==> src/rtl/core/necir_pkg.sv <==
// Shared types, codes and the duration window check for the NEC IR frame decoder.
// Used by necir_sym_match, nec_ir_frame_decoder and necir_checker. No dependencies.
package necir_pkg;

  localparam int TICK_W    = 15;
  localparam int ADDR_BITS = 16;

  typedef logic [TICK_W-1:0] tick_t;
  typedef logic [15:0]       code_t;
  typedef logic [5:0]        bit_idx_t;

  typedef enum logic {
    PH_IDLE,
    PH_BITS
  } phase_t;

  typedef enum logic [1:0] {
    EV_FRAME  = 2'd0,
    EV_REPEAT = 2'd1,
    EV_ERROR  = 2'd2
  } ev_kind_t;

  typedef enum logic [2:0] {
    CFG_LEADER_MARK  = 3'd0,
    CFG_LEADER_SPACE = 3'd1,
    CFG_REPEAT_SPACE = 3'd2,
    CFG_ZERO_MARK    = 3'd3,
    CFG_ZERO_SPACE   = 3'd4,
    CFG_ONE_MARK     = 3'd5,
    CFG_ONE_SPACE    = 3'd6,
    CFG_TOLERANCE    = 3'd7
  } cfg_idx_t;

  typedef struct packed {
    tick_t leader_mark;
    tick_t leader_space;
    tick_t repeat_space;
    tick_t zero_mark;
    tick_t zero_space;
    tick_t one_mark;
    tick_t one_space;
    tick_t tolerance;
  } cfg_t;

  localparam cfg_t CFG_RESET = '{
    leader_mark:  15'd9000,
    leader_space: 15'd4500,
    repeat_space: 15'd2250,
    zero_mark:    15'd560,
    zero_space:   15'd560,
    one_mark:     15'd560,
    one_space:    15'd1690,
    tolerance:    15'd200
  };

  // Symbol classification results
  typedef struct packed {
    logic leader;
    logic rpt;
    logic one;
    logic zero;
  } sym_match_t;

  // Strict window: nom - tol < t < nom + tol, lower bound clamped at zero
  function automatic logic tick_within(tick_t t, tick_t nom, tick_t tol);
    logic [TICK_W:0] hi;
    tick_t           lo;
    hi = {1'b0, nom} + {1'b0, tol};
    lo = (nom > tol) ? tick_t'(nom - tol) : '0;
    return ({1'b0, t} < hi) && (t > lo);
  endfunction

endpackage

==> src/rtl/core/necir_sym_match.sv <==
// Classifies one mark/space symbol against the leader, repeat, one and zero windows.
// Depends on necir_pkg.
module necir_sym_match (
  input  necir_pkg::tick_t      mark_ticks,
  input  necir_pkg::tick_t      space_ticks,
  input  necir_pkg::cfg_t       cfg,
  output necir_pkg::sym_match_t match
);

  logic mark_leader;

  assign mark_leader = necir_pkg::tick_within(mark_ticks, cfg.leader_mark, cfg.tolerance);

  // repeat code reuses the leader mark
  assign match.leader = mark_leader &&
    necir_pkg::tick_within(space_ticks, cfg.leader_space, cfg.tolerance);
  assign match.rpt    = mark_leader &&
    necir_pkg::tick_within(space_ticks, cfg.repeat_space, cfg.tolerance);
  assign match.one    =
    necir_pkg::tick_within(mark_ticks, cfg.one_mark, cfg.tolerance) &&
    necir_pkg::tick_within(space_ticks, cfg.one_space, cfg.tolerance);
  assign match.zero   =
    necir_pkg::tick_within(mark_ticks, cfg.zero_mark, cfg.tolerance) &&
    necir_pkg::tick_within(space_ticks, cfg.zero_space, cfg.tolerance);

endmodule

==> src/rtl/core/nec_ir_frame_decoder.sv <==
// NEC IR frame decoder top level: input register, symbol decode, result register.
// Depends on necir_pkg and necir_sym_match.
//
// Usage:
//  - Input stream (in_*): one IR symbol per transaction. in_tuser flags the
//    first symbol of a capture; in_tdata carries mark and space durations in ticks.
//  - Output stream (out_*): at most one event per symbol. out_tuser is the event
//    kind (frame, repeat, error); out_tdata carries address and command.
//    A leader, a mid-frame bit, or a stray symbol outside a capture gives no event.
//  - Config port (cfg_*): eight 15-bit timing registers, write only, indexed as
//    leader mark/space, repeat space, zero mark/space, one mark/space, tolerance.
//    Write only while the decoder is idle.
//  - Pipeline: a symbol is registered in the input register, its event in the result register.
//  - Throughput: one symbol per cycle while the output is not stalled; the single stage of window
//    compares and bit insertion between the input and result registers sets this.
//  - Stall: a held result keeps the input register full; one more symbol is
//    taken into the input register, then in_tready drops until out_tready.
//  - Reset (rst_n low, synchronous): timing registers return to defaults, the
//    stored last code clears to zero, both stages empty, no capture in progress.
module nec_ir_frame_decoder #(
  parameter int FRAME_BITS = 32   // 2..32 data bits per frame
) (
  input  logic        clk,
  input  logic        rst_n,
  // input symbols
  input  logic        in_tvalid,
  output logic        in_tready,
  input  logic [31:0] in_tdata,   // [14:0] mark_ticks, [29:15] space_ticks, [31:30] zero
  input  logic        in_tuser,   // [0] capture_start
  // decoded events
  output logic        out_tvalid,
  input  logic        out_tready,
  output logic [31:0] out_tdata,  // [15:0] ir_address, [31:16] ir_command
  output logic [1:0]  out_tuser,  // [1:0] event_kind
  // configuration
  input  logic        cfg_we,
  input  logic [2:0]  cfg_index,
  input  logic [14:0] cfg_data
);

  localparam int CNT_W = $clog2(FRAME_BITS + 1);

  // config
  necir_pkg::cfg_t cfg_r;

  // input register
  logic             s1_valid_r;
  logic             s1_start_r;
  necir_pkg::tick_t s1_mark_r;
  necir_pkg::tick_t s1_space_r;

  // decoder state
  necir_pkg::phase_t phase_r,      phase_nxt;
  logic [CNT_W-1:0]  bit_count_r,  bit_count_nxt;
  necir_pkg::code_t  addr_shift_r, addr_shift_nxt;
  necir_pkg::code_t  cmd_shift_r,  cmd_shift_nxt;
  necir_pkg::code_t  last_addr_r,  last_addr_nxt;
  necir_pkg::code_t  last_cmd_r,   last_cmd_nxt;

  // result register
  logic                out_valid_r, out_valid_nxt;
  necir_pkg::ev_kind_t out_kind_r,  out_kind_nxt;
  necir_pkg::code_t    out_addr_r,  out_addr_nxt;
  necir_pkg::code_t    out_cmd_r,   out_cmd_nxt;

  logic                  in_acc;
  logic                  s1_adv;
  logic                  out_free;
  necir_pkg::sym_match_t match;
  necir_pkg::bit_idx_t   bit_idx;

  assign out_free  = !out_valid_r || out_tready;
  assign s1_adv    = s1_valid_r && out_free;
  assign in_tready = !s1_valid_r || out_free;
  assign in_acc    = in_tvalid && in_tready;

  // config writes
  always_ff @(posedge clk) begin
    if (!rst_n) begin
      cfg_r <= necir_pkg::CFG_RESET;
    end else if (cfg_we) begin
      unique case (necir_pkg::cfg_idx_t'(cfg_index))
        necir_pkg::CFG_LEADER_MARK:  cfg_r.leader_mark  <= cfg_data;
        necir_pkg::CFG_LEADER_SPACE: cfg_r.leader_space <= cfg_data;
        necir_pkg::CFG_REPEAT_SPACE: cfg_r.repeat_space <= cfg_data;
        necir_pkg::CFG_ZERO_MARK:    cfg_r.zero_mark    <= cfg_data;
        necir_pkg::CFG_ZERO_SPACE:   cfg_r.zero_space   <= cfg_data;
        necir_pkg::CFG_ONE_MARK:     cfg_r.one_mark     <= cfg_data;
        necir_pkg::CFG_ONE_SPACE:    cfg_r.one_space    <= cfg_data;
        necir_pkg::CFG_TOLERANCE:    cfg_r.tolerance    <= cfg_data;
        default: ;
      endcase
    end
  end

  // input register
  always_ff @(posedge clk) begin
    if (!rst_n) begin
      s1_valid_r <= 1'b0;
    end else if (in_tready) begin
      s1_valid_r <= in_tvalid;
    end
  end

  always_ff @(posedge clk) begin
    if (in_acc) begin
      s1_start_r <= in_tuser;
      s1_mark_r  <= in_tdata[14:0];
      s1_space_r <= in_tdata[29:15];
    end
  end

  necir_sym_match u_match (
    .mark_ticks  (s1_mark_r),
    .space_ticks (s1_space_r),
    .cfg         (cfg_r),
    .match       (match)
  );

  assign bit_idx = necir_pkg::bit_idx_t'(bit_count_r);

  // next state and result
  always_comb begin
    phase_nxt      = phase_r;
    bit_count_nxt  = bit_count_r;
    addr_shift_nxt = addr_shift_r;
    cmd_shift_nxt  = cmd_shift_r;
    last_addr_nxt  = last_addr_r;
    last_cmd_nxt   = last_cmd_r;
    out_valid_nxt  = out_valid_r && !out_tready;
    out_kind_nxt   = out_kind_r;
    out_addr_nxt   = out_addr_r;
    out_cmd_nxt    = out_cmd_r;

    if (s1_adv) begin
      if (s1_start_r) begin
        // leader wins over repeat; a partial frame is dropped
        if (match.leader) begin
          phase_nxt      = necir_pkg::PH_BITS;
          bit_count_nxt  = '0;
          addr_shift_nxt = '0;
          cmd_shift_nxt  = '0;
        end else begin
          phase_nxt     = necir_pkg::PH_IDLE;
          out_valid_nxt = 1'b1;
          if (match.rpt) begin
            out_kind_nxt = necir_pkg::EV_REPEAT;
            out_addr_nxt = last_addr_r;
            out_cmd_nxt  = last_cmd_r;
          end else begin
            out_kind_nxt = necir_pkg::EV_ERROR;
            out_addr_nxt = '0;
            out_cmd_nxt  = '0;
          end
        end
      end else if (phase_r == necir_pkg::PH_BITS) begin
        if (!match.one && !match.zero) begin
          phase_nxt     = necir_pkg::PH_IDLE;
          out_valid_nxt = 1'b1;
          out_kind_nxt  = necir_pkg::EV_ERROR;
          out_addr_nxt  = '0;
          out_cmd_nxt   = '0;
        end else begin
          // a symbol matching both windows counts as a one
          for (int i = 0; i < necir_pkg::ADDR_BITS; i++) begin
            if (match.one && bit_idx == necir_pkg::bit_idx_t'(i)) begin
              addr_shift_nxt[i] = 1'b1;
            end
            if (match.one && bit_idx == necir_pkg::bit_idx_t'(i + necir_pkg::ADDR_BITS)) begin
              cmd_shift_nxt[i] = 1'b1;
            end
          end
          if (bit_count_r == CNT_W'(FRAME_BITS - 1)) begin
            phase_nxt     = necir_pkg::PH_IDLE;
            bit_count_nxt = CNT_W'(FRAME_BITS);
            last_addr_nxt = addr_shift_nxt;
            last_cmd_nxt  = cmd_shift_nxt;
            out_valid_nxt = 1'b1;
            out_kind_nxt  = necir_pkg::EV_FRAME;
            out_addr_nxt  = addr_shift_nxt;
            out_cmd_nxt   = cmd_shift_nxt;
          end else begin
            bit_count_nxt = bit_count_r + 1'b1;
          end
        end
      end
    end
  end

  always_ff @(posedge clk) begin
    if (!rst_n) begin
      phase_r      <= necir_pkg::PH_IDLE;
      bit_count_r  <= '0;
      addr_shift_r <= '0;
      cmd_shift_r  <= '0;
      last_addr_r  <= '0;
      last_cmd_r   <= '0;
      out_valid_r  <= 1'b0;
    end else begin
      phase_r      <= phase_nxt;
      bit_count_r  <= bit_count_nxt;
      addr_shift_r <= addr_shift_nxt;
      cmd_shift_r  <= cmd_shift_nxt;
      last_addr_r  <= last_addr_nxt;
      last_cmd_r   <= last_cmd_nxt;
      out_valid_r  <= out_valid_nxt;
    end
  end

  always_ff @(posedge clk) begin
    out_kind_r <= out_kind_nxt;
    out_addr_r <= out_addr_nxt;
    out_cmd_r  <= out_cmd_nxt;
  end

  assign out_tvalid = out_valid_r;
  assign out_tuser  = out_kind_r;
  assign out_tdata  = {out_cmd_r, out_addr_r};

endmodule

==> config.mk <==
export PLATFORM = sky130hd
export DESIGN_NAME = nec_ir_frame_decoder
export DESIGN_NICKNAME = d
export VERILOG_FILES = /design/src/rtl/core/necir_pkg.sv /design/src/rtl/core/necir_sym_match.sv /design/src/rtl/core/nec_ir_frame_decoder.sv
export SDC_FILE = /design/constraint.sdc
export NUM_CORES = 1
export LEC_CHECK = 0
export ABC_AREA = 1
export BUFFER_PORTS_ARGS = -buffer_cell sky130_fd_sc_hd__buf_4
export CAP_MARGIN = 10
export CORE_UTILIZATION = 45
export CTS_CLUSTER_SIZE = 8
export DETAILED_ROUTE_END_ITERATION = 7
export HOLD_SLACK_MARGIN = 0.02
export PLACE_DENSITY = 0.64
export SYNTH_ARGS = -nofsm -noshare
export SYNTH_HDL_FRONTEND = slang
export SYNTH_HIERARCHICAL = 1
export SYNTH_SLANG_ARGS = --single-unit
==> constraint.sdc <==
create_clock -name clk -period 14.4 [get_ports clk]
set_input_delay 2.88 -clock clk [delete_from_list [all_inputs] [get_ports clk]]
set_output_delay 2.88 -clock clk [all_outputs]
set_load 0.02 [all_outputs]
# Yosys cells after proc, flatten, opt, wreduce, memory -nomap -nowiden
# Index checks and enable logic that the tools add are counted.
# totals
regBits	258
input_bits	56
output_inout_bits	36
elab_cells	250
# classes
addsub	15
order_cmp	21
n_eq_ne	41
mux	80
n_bitwise	2
n_reduce_logical	69
# ops
op	n
2-to-1 mux 16 bit	19
greater-than comparator 15 bit	14
adder 15 x 15 -> 16 bit	7
< comparator 15 x 16 -> 1 bit	7
2-to-1 mux 15 bit	7
subtractor 15 bit	7
== test 6 x 5 -> 1 bit (second input constant)	16
== test 6 x 4 -> 1 bit (second input constant)	8
logical AND 1 bit	47
2-to-1 mux 1 bit	43
2-to-1 mux 6 bit	5
== test 6 x 3 -> 1 bit (second input constant)	4
AND reduction 2 bit	8
== test 3 bit (second input constant)	4
== test 6 x 2 -> 1 bit (second input constant)	2
2-to-1 mux 2 bit	6
AND reduction 4 bit	2
adder 6 x 1 -> 6 bit (second input constant)	1
== test 3 x 2 -> 1 bit (second input constant)	2
== test 6 x 1 -> 1 bit (second input constant)	1
logical NOT 6 bit	1
logical NOT 1 bit	5
AND reduction 5 bit	1
!= test 2 bit (second input constant)	2
other kinds (7)	9

# Depth between registers and ports, before layout
# Gate-level depths: netlist (run 1).
# depth
word_depth	11
depth_mapped	34

# Modules after synthesis
# The synthesis (run 1) kept the hierarchy.
# modules_own_cells
mod	instances	cells_per_inst	area_per_inst_um2	seq_area_each_um2
necir_sym_match	1	2513	15750.1	0.0
nec_ir_frame_decoder	1	1174	9783.1	5815.6

# Worst setup path after synthesis (run 1)
# Ideal clock, no wire load.
# synth_path
path_type	in2out
from	in out_tready
to	out in_tready
arrival_time_ns	3.118
slack_ns	8.402
cell_stages	2
path_buffers	0
cell_sequence	nor2_1 -> nand2_1
# synth_between
elab_chain_cells	2
# synth_rtl
element	line	rtl
from (decl)	nec_ir_frame_decoder.sv:32	input logic out_tready,
logical OR 1 bit	nec_ir_frame_decoder.sv:72	assign out_free = !out_valid_r || out_tready;
logical OR 1 bit	nec_ir_frame_decoder.sv:74	assign in_tready = !s1_valid_r || out_free;
to (decl)	nec_ir_frame_decoder.sv:27	output logic in_tready,
# Every way passes these cells.

==> run_results.csv, run 1 <==
group,metric,value,unit
status,outcome,"finished, final reports clean",
logic_synthesis,synth-seq-cells,258,
drt,routedWlPerCell,18.6,µm
floorplan,dieArea,57700,µm²
logic_synthesis,syn_area,25500,µm²
power_and_ir_drop,peakVddDrop,119,µV
cells_and_area,final_nets,4183,
logic_synthesis,synth_ff_type,"dfxtp_1",
floorplan,start_util,0.459,
setup_path,crit_family,"simple AND/OR/NAND/NOR gates",
placement,io_buffers,89,
setup_path,critPathSlowestCell,"dfxtp_1",
logic_synthesis,synth-seq-area-share,0.228,
setup_path,endpoint_kind,"register",
clock_tree,cts_sinks,258,
global_route,grt_pass1_vias,22672,
power_and_ir_drop,fin_total_pwr,2.41,mW
clock_tree,numCtsBuffers,39,
floorplan,dieWidth,240,µm
timing,fin_hold_ws,0.446,ns
timing,final-hold-violation-count,0,
placement,placed_area,26500,µm²
global_route,overflow,0,
timing,fmax,148,MHz
logic_synthesis,synth.avg_cell_area,6.93,µm²
logic_synthesis,yosysUniqueCellTypes,56,
clock_tree,ctsLongestPathBuffers,3,
floorplan,boundaryPins,92,
setup_path,crit_type,"reg -> reg",
logic_synthesis,synth-edff-count,65,
setup_path,critPathMaxFanout,60,
cells_and_area,drive_above_1_share,0.0763,
drt,vias_per_cell,5.43,
timing,setup_viol,0,
cells_and_area,stdcell_area,27700,µm²
setup_path,crit_buf_inv,4,
logic_synthesis,yosysWarnings,6,
setup_path,startpoint_type,"register",
clock_tree,clk_latency,0.60,ns
global_route,grt_usage,0.286,
timing,slew_violations,0,
min_path,hold_class,"reg -> reg",
timing,clock_skew,0.0570,ns
cells_and_area,area_growth,8.30,%
clock_tree,htreeDepth,2,
placement,dp_hpwl,60.8,mm
setup_path,cp_common_cell,"nand2_1",
cells_and_area,antennaDiodeCount,0,
timing,tightestPinTransition,1.07,ns
drt,drtIter0Drc,2073,
global_route,grt_first_pass_wirelength,127,mm
clock_tree,post_cts_resized,0,
setup_path,worst_ep_required_time,14.85,ns
drt,ant_nets,0,
global_route,antenna_found_initial,1,
floorplan,die_h,240,µm
clock_tree,cts_tree,"built",
floorplan,coreArea,55600,µm²
power_and_ir_drop,power.density,87.1,nW/µm²
global_route,grt_max_degree,93,
timing,final.setup.tns,0,ns
logic_synthesis,postSynthCellCount,3687,
cells_and_area,final_cell_count_no_fill,4457,
clock_tree,post-cts-setup-buffers,0,
timing,fin_ws,7.65,ns
job,drv_cap,0,
clock_tree,cts.reportedPaths.clkPinSlew,0.05,ns
setup_path,cp.arrival,7.20,ns
drt,drc,0,
timing,rsz0062_at_grt,"false",
timing,relSlewSlack,0.284,
placement,dpl_worst_slack,7.76,ns
clock_tree,holdBufCountCts,0,
setup_path,cp_slowest_stage_delay,0.88,ns
cells_and_area,final_core_util,0.497,
drt,vias,24211,
timing,fin_crit,6.75,ns
placement,finalWeightedCongestion,0.949,
drt,drtPass1Iterations,6,
placement,dp_cells,4396,
cells_and_area,layout_commonest_cell,"nand2_1",
drt,wl,83.0,mm
logic_synthesis,async_flop_share,0,
clock_tree,cts_root_buf,"clkbuf_16",
power_and_ir_drop,power_leakage,13.4,nW
floorplan,rows,86,
cells_and_area,final_cell_mix,"777 x nand2_1, 516 x nor2_1, 424 x ha_1, 360 x inv_1, 256 x a21oi_1",
logic_synthesis,synth_nets,4181,
timing,timing.final.crit_share,0.469,
-- final timing paths --
kind | startpoint | to | slack [ns] | depth (start not counted)
max | cfg_r[4]$_SDFFE_PN0P_ | last_cmd_r[13]$_SDFFE_PN0P_ | 7.65 | 29
min | addr_shift_r[5]$_SDFFE_PN0P_ | addr_shift_r[5]$_SDFFE_PN0P_ | 0.45 | 2
max reg2reg | cfg_r[4]$_SDFFE_PN0P_ | last_cmd_r[13]$_SDFFE_PN0P_ | 7.65 | 29
min reg2reg | addr_shift_r[5]$_SDFFE_PN0P_ | addr_shift_r[5]$_SDFFE_PN0P_ | 0.45 | 2
-- cells by family (layout without fill, tap and decap cells) --
| group | count (synthesis) | count (layout) | share of synthesized area |
|---|---|---|---|
| AO/OA/AOI/OAI | 647 | 647 | 0.146 |
| buffers and inverters | 523 | 545 | 0.0860 |
| AND/OR/NAND/NOR | 1715 | 1715 | 0.286 |
| XOR/XNOR | 106 | 106 | 0.0364 |
| adder cells (fa/ha/maj) | 438 | 438 | 0.219 |
| flip-flops | 258 | 258 | 0.228 |
-- where the power goes --
| part | total, mW | switching [mW] | leakage (nW) | internal [mW] |
|---|---|---|---|---|
| combinational | 0.711 | 0.457 | 10.7 | 0.255 |
| sequential | 0.803 | 0.0372 | 2.17 | 0.766 |
| clock | 0.893 | 0.371 | 0.561 | 0.522 |
| total | 2.41 | 0.864 | 13.4 | 1.54 |
-- flip-flops by register name, indices dropped and copies added, names as in the netlist --
| name | cells |
|---|---|
| bit_count_r | 6 |
| s1_start_r | 1 |
| cfg_r | 120 |
| phase_r | 1 |
| out_cmd_r | 16 |
| cmd_shift_r | 16 |
| out_tuser | 2 |
| s1_valid_r | 1 |
| out_tvalid | 1 |
| addr_shift_r | 16 |
| out_addr_r | 16 |
| s1_mark_r | 15 |
| last_addr_r | 16 |
| last_cmd_r | 16 |
| s1_space_r | 15 |
-- worst register-to-register path, delay by kind of cell, from the launching register on --
kind	cells	cell delay, ns
AOI/OAI and AO/OA	2	0.27
and+or+nand+nor	21	3.44
buffers and inverters	4	1.05
adders and majority gates	2	1.03
DFF	1	0.88
-- synth_stat cells (14+ instances only) --
cell,number,area [µm²]
o21ai_2,17,149
inv_1,361,1360
a21oi_1,256,1280
ha_1,424,5310
inv_2,16,60.1
o21a_1,20,150
o21ai_1,50,250
fa_1,14,280
a21o_1,19,143
edfxtp_1,65,1950
nor3_1,47,235
o21bai_1,35,263
o21ai_0,180,901
nand4_1,34,213
nand3_1,219,1100
clkbuf_1,44,165
nor2_1,516,1940
dfxtp_1,193,3860
a211oi_1,17,128
buf_2,69,345
or2_2,40,250
xor2_1,93,815
nand3_2,19,190
nor3b_1,15,113
nand2_1,777,2920
-- per-layer routing --
metal  share of wire  GRT usage  vias up
li1                -          -    12176
met4           0.034      0.107        0
met1            0.45      0.383    11099
met2            0.45      0.472      792
met3           0.064     0.0315      144
met5               0          0        -
-- layout make-up --
type,instances,area [µm²]
clock buffers,57,1080
clock inverters,4,75.1
fillers,5698,28000
inverters,377,1420
multi-input cells,2906,17500
flip-flops and latches,258,5820
well taps,748,936
repair buffers,107,803
Note: power is estimated with default switching activity, not from simulation.
==> inputs of run 2 (changes only) <==
--- a/config.mk
+++ b/config.mk
@@ -12,7 +12,7 @@
 export CTS_CLUSTER_SIZE = 8
 export DETAILED_ROUTE_END_ITERATION = 7
 export HOLD_SLACK_MARGIN = 0.02
-export PLACE_DENSITY = 0.64
+export PLACE_DENSITY = 0.66
 export SYNTH_ARGS = -nofsm -noshare
 export SYNTH_HDL_FRONTEND = slang
 export SYNTH_HIERARCHICAL = 1
==> constraint.sdc (replaced) <==
create_clock -name clk -period 5.4 [get_ports clk]
set_input_delay 1.08 -clock clk [delete_from_list [all_inputs] [get_ports clk]]
set_output_delay 1.08 -clock clk [all_outputs]
set_load 0.02 [all_outputs]
==> run_results.csv, run 2 (synthesis gave the netlist of run 1 again) <==
group,metric,value,unit
status,outcome,"finished, final reports clean",
timing,timing.final.crit_share,0.945,
power_and_ir_drop,p_int,4.22,mW
cells_and_area,layout_commonest_cell,"nand2_1",
power_and_ir_drop,power_leakage,13.7,nW
floorplan,dieArea,57700,µm²
placement,placed_area,26700,µm²
min_path,holdPathStages,2,
timing,fmax,196,MHz
cells_and_area,top_register,"cfg_r",
drt,vias_per_cell,5.44,
clock_tree,cts_root_buf,"clkbuf_16",
placement,dp_hpwl,61.7,mm
clock_tree,cts.reportedPaths.clkPinSlew,0.05,ns
clock_tree,numCtsBuffers,40,
setup_path,crit_type,"reg -> reg",
drt,ant_nets,0,
setup_path,critPathMaxFanout,60,
drt,vias,24622,
floorplan,die_h,240,µm
timing,fin_crit,5.10,ns
setup_path,regToRegStartpoint,"cfg_r[1]$_SDFFE_PN0P_",
cells_and_area,final_cell_mix,"777 x nand2_1, 515 x nor2_1, 415 x ha_1, 350 x inv_1, 256 x a21oi_1",
setup_path,startpoint,"cfg_r[1]$_SDFFE_PN0P_",
floorplan,coreArea,55600,µm²
setup_path,r2r_end,"last_cmd_r[1]$_SDFFE_PN0P_",
clock_tree,clk_latency,0.61,ns
timing,tightestPinTransition,0.786,ns
drt,drtIter0Drc,1995,
setup_path,worst_ep_required_time,5.87,ns
clock_tree,cts_tree,"built",
setup_path,cp_slowest_stage_delay,0.37,ns
cells_and_area,final_cell_count_no_fill,4522,
power_and_ir_drop,switchingPower,2.32,mW
min_path,min_from,"addr_shift_r[6]$_SDFFE_PN0P_",
min_path,hold_class,"reg -> reg",
power_and_ir_drop,power.density,231,nW/µm²
power_and_ir_drop,clockPowerShare,0.375,
drt,routedWlPerCell,18.4,µm
cells_and_area,final_nets,4245,
global_route,grt_max_degree,77,
placement,dpl_worst_slack,0.0906,ns
clock_tree,cts_sinks,258,
job,drv_cap,0,
setup_path,reg2reg_depth,33,
power_and_ir_drop,fin_total_pwr,6.55,mW
power_and_ir_drop,swShare,0.355,
clock_tree,htreeDepth,2,
drt,drtPass1Iterations,6,
timing,relSlewSlack,0.475,
placement,finalWeightedCongestion,0.988,
floorplan,rows,86,
power_and_ir_drop,peakVddDrop,234,µV
timing,slew_violations,0,
drt,drc,0,
power_and_ir_drop,combPwrFrac,0.300,
timing,fin_hold_ws,0.445,ns
cells_and_area,stdcell_area,28300,µm²
setup_path,r2r_setup_slack,0.30,ns
setup_path,startpoint_type,"register",
placement,dp_cells,4425,
min_path,hold_end,"addr_shift_r[6]$_SDFFE_PN0P_",
setup_path,crit_buf_inv,7,
global_route,antenna_found_initial,1,
setup_path,cp.arrival,5.58,ns
timing,final-hold-violation-count,0,
global_route,grt_usage,0.285,
setup_path,critPathSlowestCell,"dfxtp_1",
placement,io_buffers,89,
timing,clock_skew,0.0500,ns
cells_and_area,largest_reg_flops,120,
setup_path,cp_common_cell,"nand2_1",
floorplan,boundaryPins,92,
cells_and_area,drive_above_1_share,0.0986,
clock_tree,holdBufCountCts,0,
timing,setup_viol,0,
floorplan,dieWidth,240,µm
global_route,overflow,0,
clock_tree,ctsLongestPathBuffers,3,
setup_path,endpoint_kind,"register",
global_route,grt_pass1_vias,22486,
drt,wl,83.1,mm
power_and_ir_drop,p_seq_frac,0.325,
global_route,grt_first_pass_wirelength,126,mm
floorplan,start_util,0.459,
cells_and_area,area_growth,11.0,%
timing,fin_ws,0.296,ns
setup_path,crit_family,"simple AND/OR/NAND/NOR gates",
==> run 2: layout make-up <==
cell class	count	area (µm²)
multi-input cells	2907	17600
inverters	377	1460
well taps	748	936
fillers	5664	27300
diodes	1	2.50
repair buffers	167	1300
flip-flops and latches	258	5820
clock buffers	57	1090
clock inverters	7	125
==> run 2: worst max path at each step <==
stage | to | slack [ns] | depth (start not counted)
detailed placement | last_addr_r[11]$_SDFFE_PN0P_ | 0.09 | 29
global placement | out_addr_r[7]$_DFFE_PP_ | 0.17 | 27
finish | last_cmd_r[1]$_SDFFE_PN0P_ | 0.30 | 33
floorplan | out_addr_r[0]$_DFFE_PP_ | 0.30 | 28
global route | cmd_shift_r[4]$_SDFFE_PN0P_ | -0.05 | 29
CTS | out_addr_r[7]$_DFFE_PP_ | 0.09 | 27
==> run 2: per-stage QoR <==
stage | utilization | setup TNS (ns)
2_1_floorplan | - | 0
3_3_place_gp | 0.481 | 0
3_5_place_dp | 0.481 | 0
4_1_cts | 0.503 | 0
5_1_grt | 0.509 | -0.988
6_report | 0.509 | 0
==> run 2: what timing repair did <==
| action | CTS | global route |
|---|---|---|
| endpoints found under the setup margin | 0 | 133 |
| hold endpoints to repair | 0 | 0 |
| setup buffers | 0 | 31 |
| resized for setup | 0 | 31 |
==> run 2: power groups by stage <==
stage               sequential, mW  combinational, mW  clock (mW)
finish                        2.13               1.96        2.45
global route                  2.14               2.21        2.56
CTS                           2.13               1.90        2.49
detailed placement            2.17               1.89           0
global placement              2.17               1.87           0
floorplan                     2.14               1.39           0
==> run 2: worst min-delay path: stages, from the launching register on <==
cell and delay [ns]:
dfxtp_1 0.29, inv_1 0.06, a21oi_1 0.05
==> run 2: per-layer routing <==
layer  GRT usage  up-vias  routed length [µm]
li1            -    12287                   -
met1       0.376    11323               36700
met2       0.465      811               37300
met3      0.0361      201                5480
met4       0.124        0                3690
met5           0        -                   0
==> inputs of run 3 (changes only) <==
--- a/config.mk
+++ b/config.mk
@@ -8,11 +8,11 @@
 export ABC_AREA = 1
 export BUFFER_PORTS_ARGS = -buffer_cell sky130_fd_sc_hd__buf_4
 export CAP_MARGIN = 10
-export CORE_UTILIZATION = 45
+export CORE_UTILIZATION = 58
 export CTS_CLUSTER_SIZE = 8
 export DETAILED_ROUTE_END_ITERATION = 7
 export HOLD_SLACK_MARGIN = 0.02
-export PLACE_DENSITY = 0.66
+export PLACE_DENSITY = 0.81
 export SYNTH_ARGS = -nofsm -noshare
 export SYNTH_HDL_FRONTEND = slang
 export SYNTH_HIERARCHICAL = 1
==> run_results.csv, run 3 (synthesis gave the netlist of run 1 again) <==
group,metric,value,unit
status,outcome,"finished, final reports clean",
setup_path,startpoint_type,"register",
drt,routedWlPerCell,18.7,µm
setup_path,startpoint,"cfg_r[4]$_SDFFE_PN0P_",
global_route,grt_first_pass_wirelength,125,mm
cells_and_area,antennaDiodeCount,0,
timing,fin_ws,0.293,ns
cells_and_area,fillCellCount,3837,
clock_tree,clk_latency,0.59,ns
drt,drtPass1Iterations,8,
global_route,grt_max_degree,86,
min_path,hold_class,"reg -> reg",
drt,drtIter0Drc,2574,
setup_path,cp_common_cell,"nand2_1",
placement,finalWeightedCongestion,1.03,
floorplan,coreArea,43300,µm²
global_route,grt_usage,0.359,
cells_and_area,area_growth,9.62,%
clock_tree,cts_root_buf,"clkbuf_16",
drt,wl,81.2,mm
cells_and_area,largest_reg_flops,120,
timing,final.setup.tns,0,ns
power_and_ir_drop,power_leakage,13.6,nW
drt,ant_nets,0,
drt,drc,0,
timing,slew_violations,0,
setup_path,worst_ep_required_time,5.86,ns
global_route,met2_usage,0.577,
clock_tree,cts_sinks,258,
clock_tree,ctsLongestPathBuffers,3,
clock_tree,cts_tree,"built",
clock_tree,htreeDepth,2,
cells_and_area,seqCellArea,5820,µm²
timing,timing.final.crit_share,0.946,
timing,clock_skew,0.0355,ns
placement,dpl_worst_slack,0.298,ns
job,drv_cap,0,
cells_and_area,multi_input_area,17600,µm²
setup_path,crit_type,"reg -> reg",
setup_path,critPathMaxFanout,16,
cells_and_area,top_register,"cfg_r",
global_route,antenna_found_initial,0,
drt,vias,24998,
cells_and_area,final_cell_mix,"777 x nand2_1, 515 x nor2_1, 405 x ha_1, 351 x inv_1, 256 x a21oi_1",
power_and_ir_drop,fin_total_pwr,6.45,mW
timing,relSlewSlack,0.375,
floorplan,rows,76,
clock_tree,numCtsBuffers,39,
power_and_ir_drop,power.density,230,nW/µm²
floorplan,dieArea,44900,µm²
setup_path,cp.arrival,5.57,ns
power_and_ir_drop,peakVddDrop,296,µV
timing,fin_crit,5.11,ns
timing,tightestPinTransition,0.933,ns
placement,dp_hpwl,59.8,mm
cells_and_area,drive_above_1_share,0.0938,
global_route,overflow,0,
placement,io_buffers,89,
clock_tree,holdBufCountCts,0,
cells_and_area,layout_commonest_cell,"nand2_1",
global_route,busiest_layer,"met2",
timing,fmax,196,MHz
floorplan,boundaryPins,92,
global_route,met3_usage,0.0687,
floorplan,start_util,0.590,
cells_and_area,final_nets,4224,
setup_path,regToRegStartpoint,"cfg_r[4]$_SDFFE_PN0P_",
setup_path,endpoint_kind,"register",
floorplan,die_h,212,µm
drt,vias_per_cell,5.76,
clock_tree,cts.reportedPaths.clkPinSlew,0.05,ns
floorplan,dieWidth,212,µm
min_path,min_from,"addr_shift_r[7]$_SDFFE_PN0P_",
global_route,grt_util_met1,0.453,
timing,final-hold-violation-count,0,
setup_path,r2r_setup_slack,0.29,ns
setup_path,cp_slowest_stage_delay,0.51,ns
setup_path,critPathSlowestCell,"inv_1",
global_route,grt_pass1_vias,23363,
timing,setup_viol,0,
-- run 3: cell count changes in the layout (fill, tap and decap cells not counted), sizes merged --
cell,delta
bufinv,-1
diode,-1
inv,+4
clkinv,-6
buf,-19
clkbuf,+2
a21oi,-1
-- run 3: layout make-up --
cell class,instances,area share
clock buffers,59,0.0387
clock inverters,4,0.00268
inverters,377,0.0519
multi-input cells,2906,0.630
flip-flops and latches,258,0.208
well taps,585,0.0262
repair buffers,148,0.0428
-- run 3: per-stage QoR --
stage               utilization  hold slack, ns  std cells  instance area [µm²]
floorplan                     -           0.424       3687                25500
global placement          0.612           0.432       4257                26500
detailed placement        0.612           0.438       4257                26500
CTS                       0.639           0.449       4320                27700
global route              0.647           0.475       4337                28000
finish                    0.647           0.450       4337                28000
-- run 3: path summary, 6_finish.rpt --
kind	endpoint	cells past startpoint
worst max-delay path	bit_count_r[1]$_SDFFE_PN0P_	29
worst min-delay path	addr_shift_r[7]$_SDFFE_PN0P_	2
worst max register to register	bit_count_r[1]$_SDFFE_PN0P_	29
worst min register to register	addr_shift_r[7]$_SDFFE_PN0P_	2
-- run 3: metal layers --
metal	wire length [µm]	vias to the layer above
met1	33500	11365
met3	7540	263
met2	36000	1127
met4	4150	0
li1	-	12243
met5	0	-
-- run 3: where the power goes --
part,switching [mW],total (mW),internal (mW)
Clock,0.959,2.35,1.39
Sequential,0.0860,2.13,2.04
Combinational,1.25,1.97,0.721
Total,2.30,6.45,4.15
-- run 3: what timing repair did --
action | CTS | global route
setup endpoints to repair | 0 | 134
setup buffers | 0 | 17
gates resized for setup | 0 | 36
-- run 3: worst max-delay path, delay by kind of cell, from the launching register on --
family                     cells  cell delay (ns)
and+or+nand+nor               19             2.26
adders and majority gates      2             0.75
buffers and inverters          4             1.13
AOI/OAI and AO/OA              4             0.54
DFF                            1             0.30
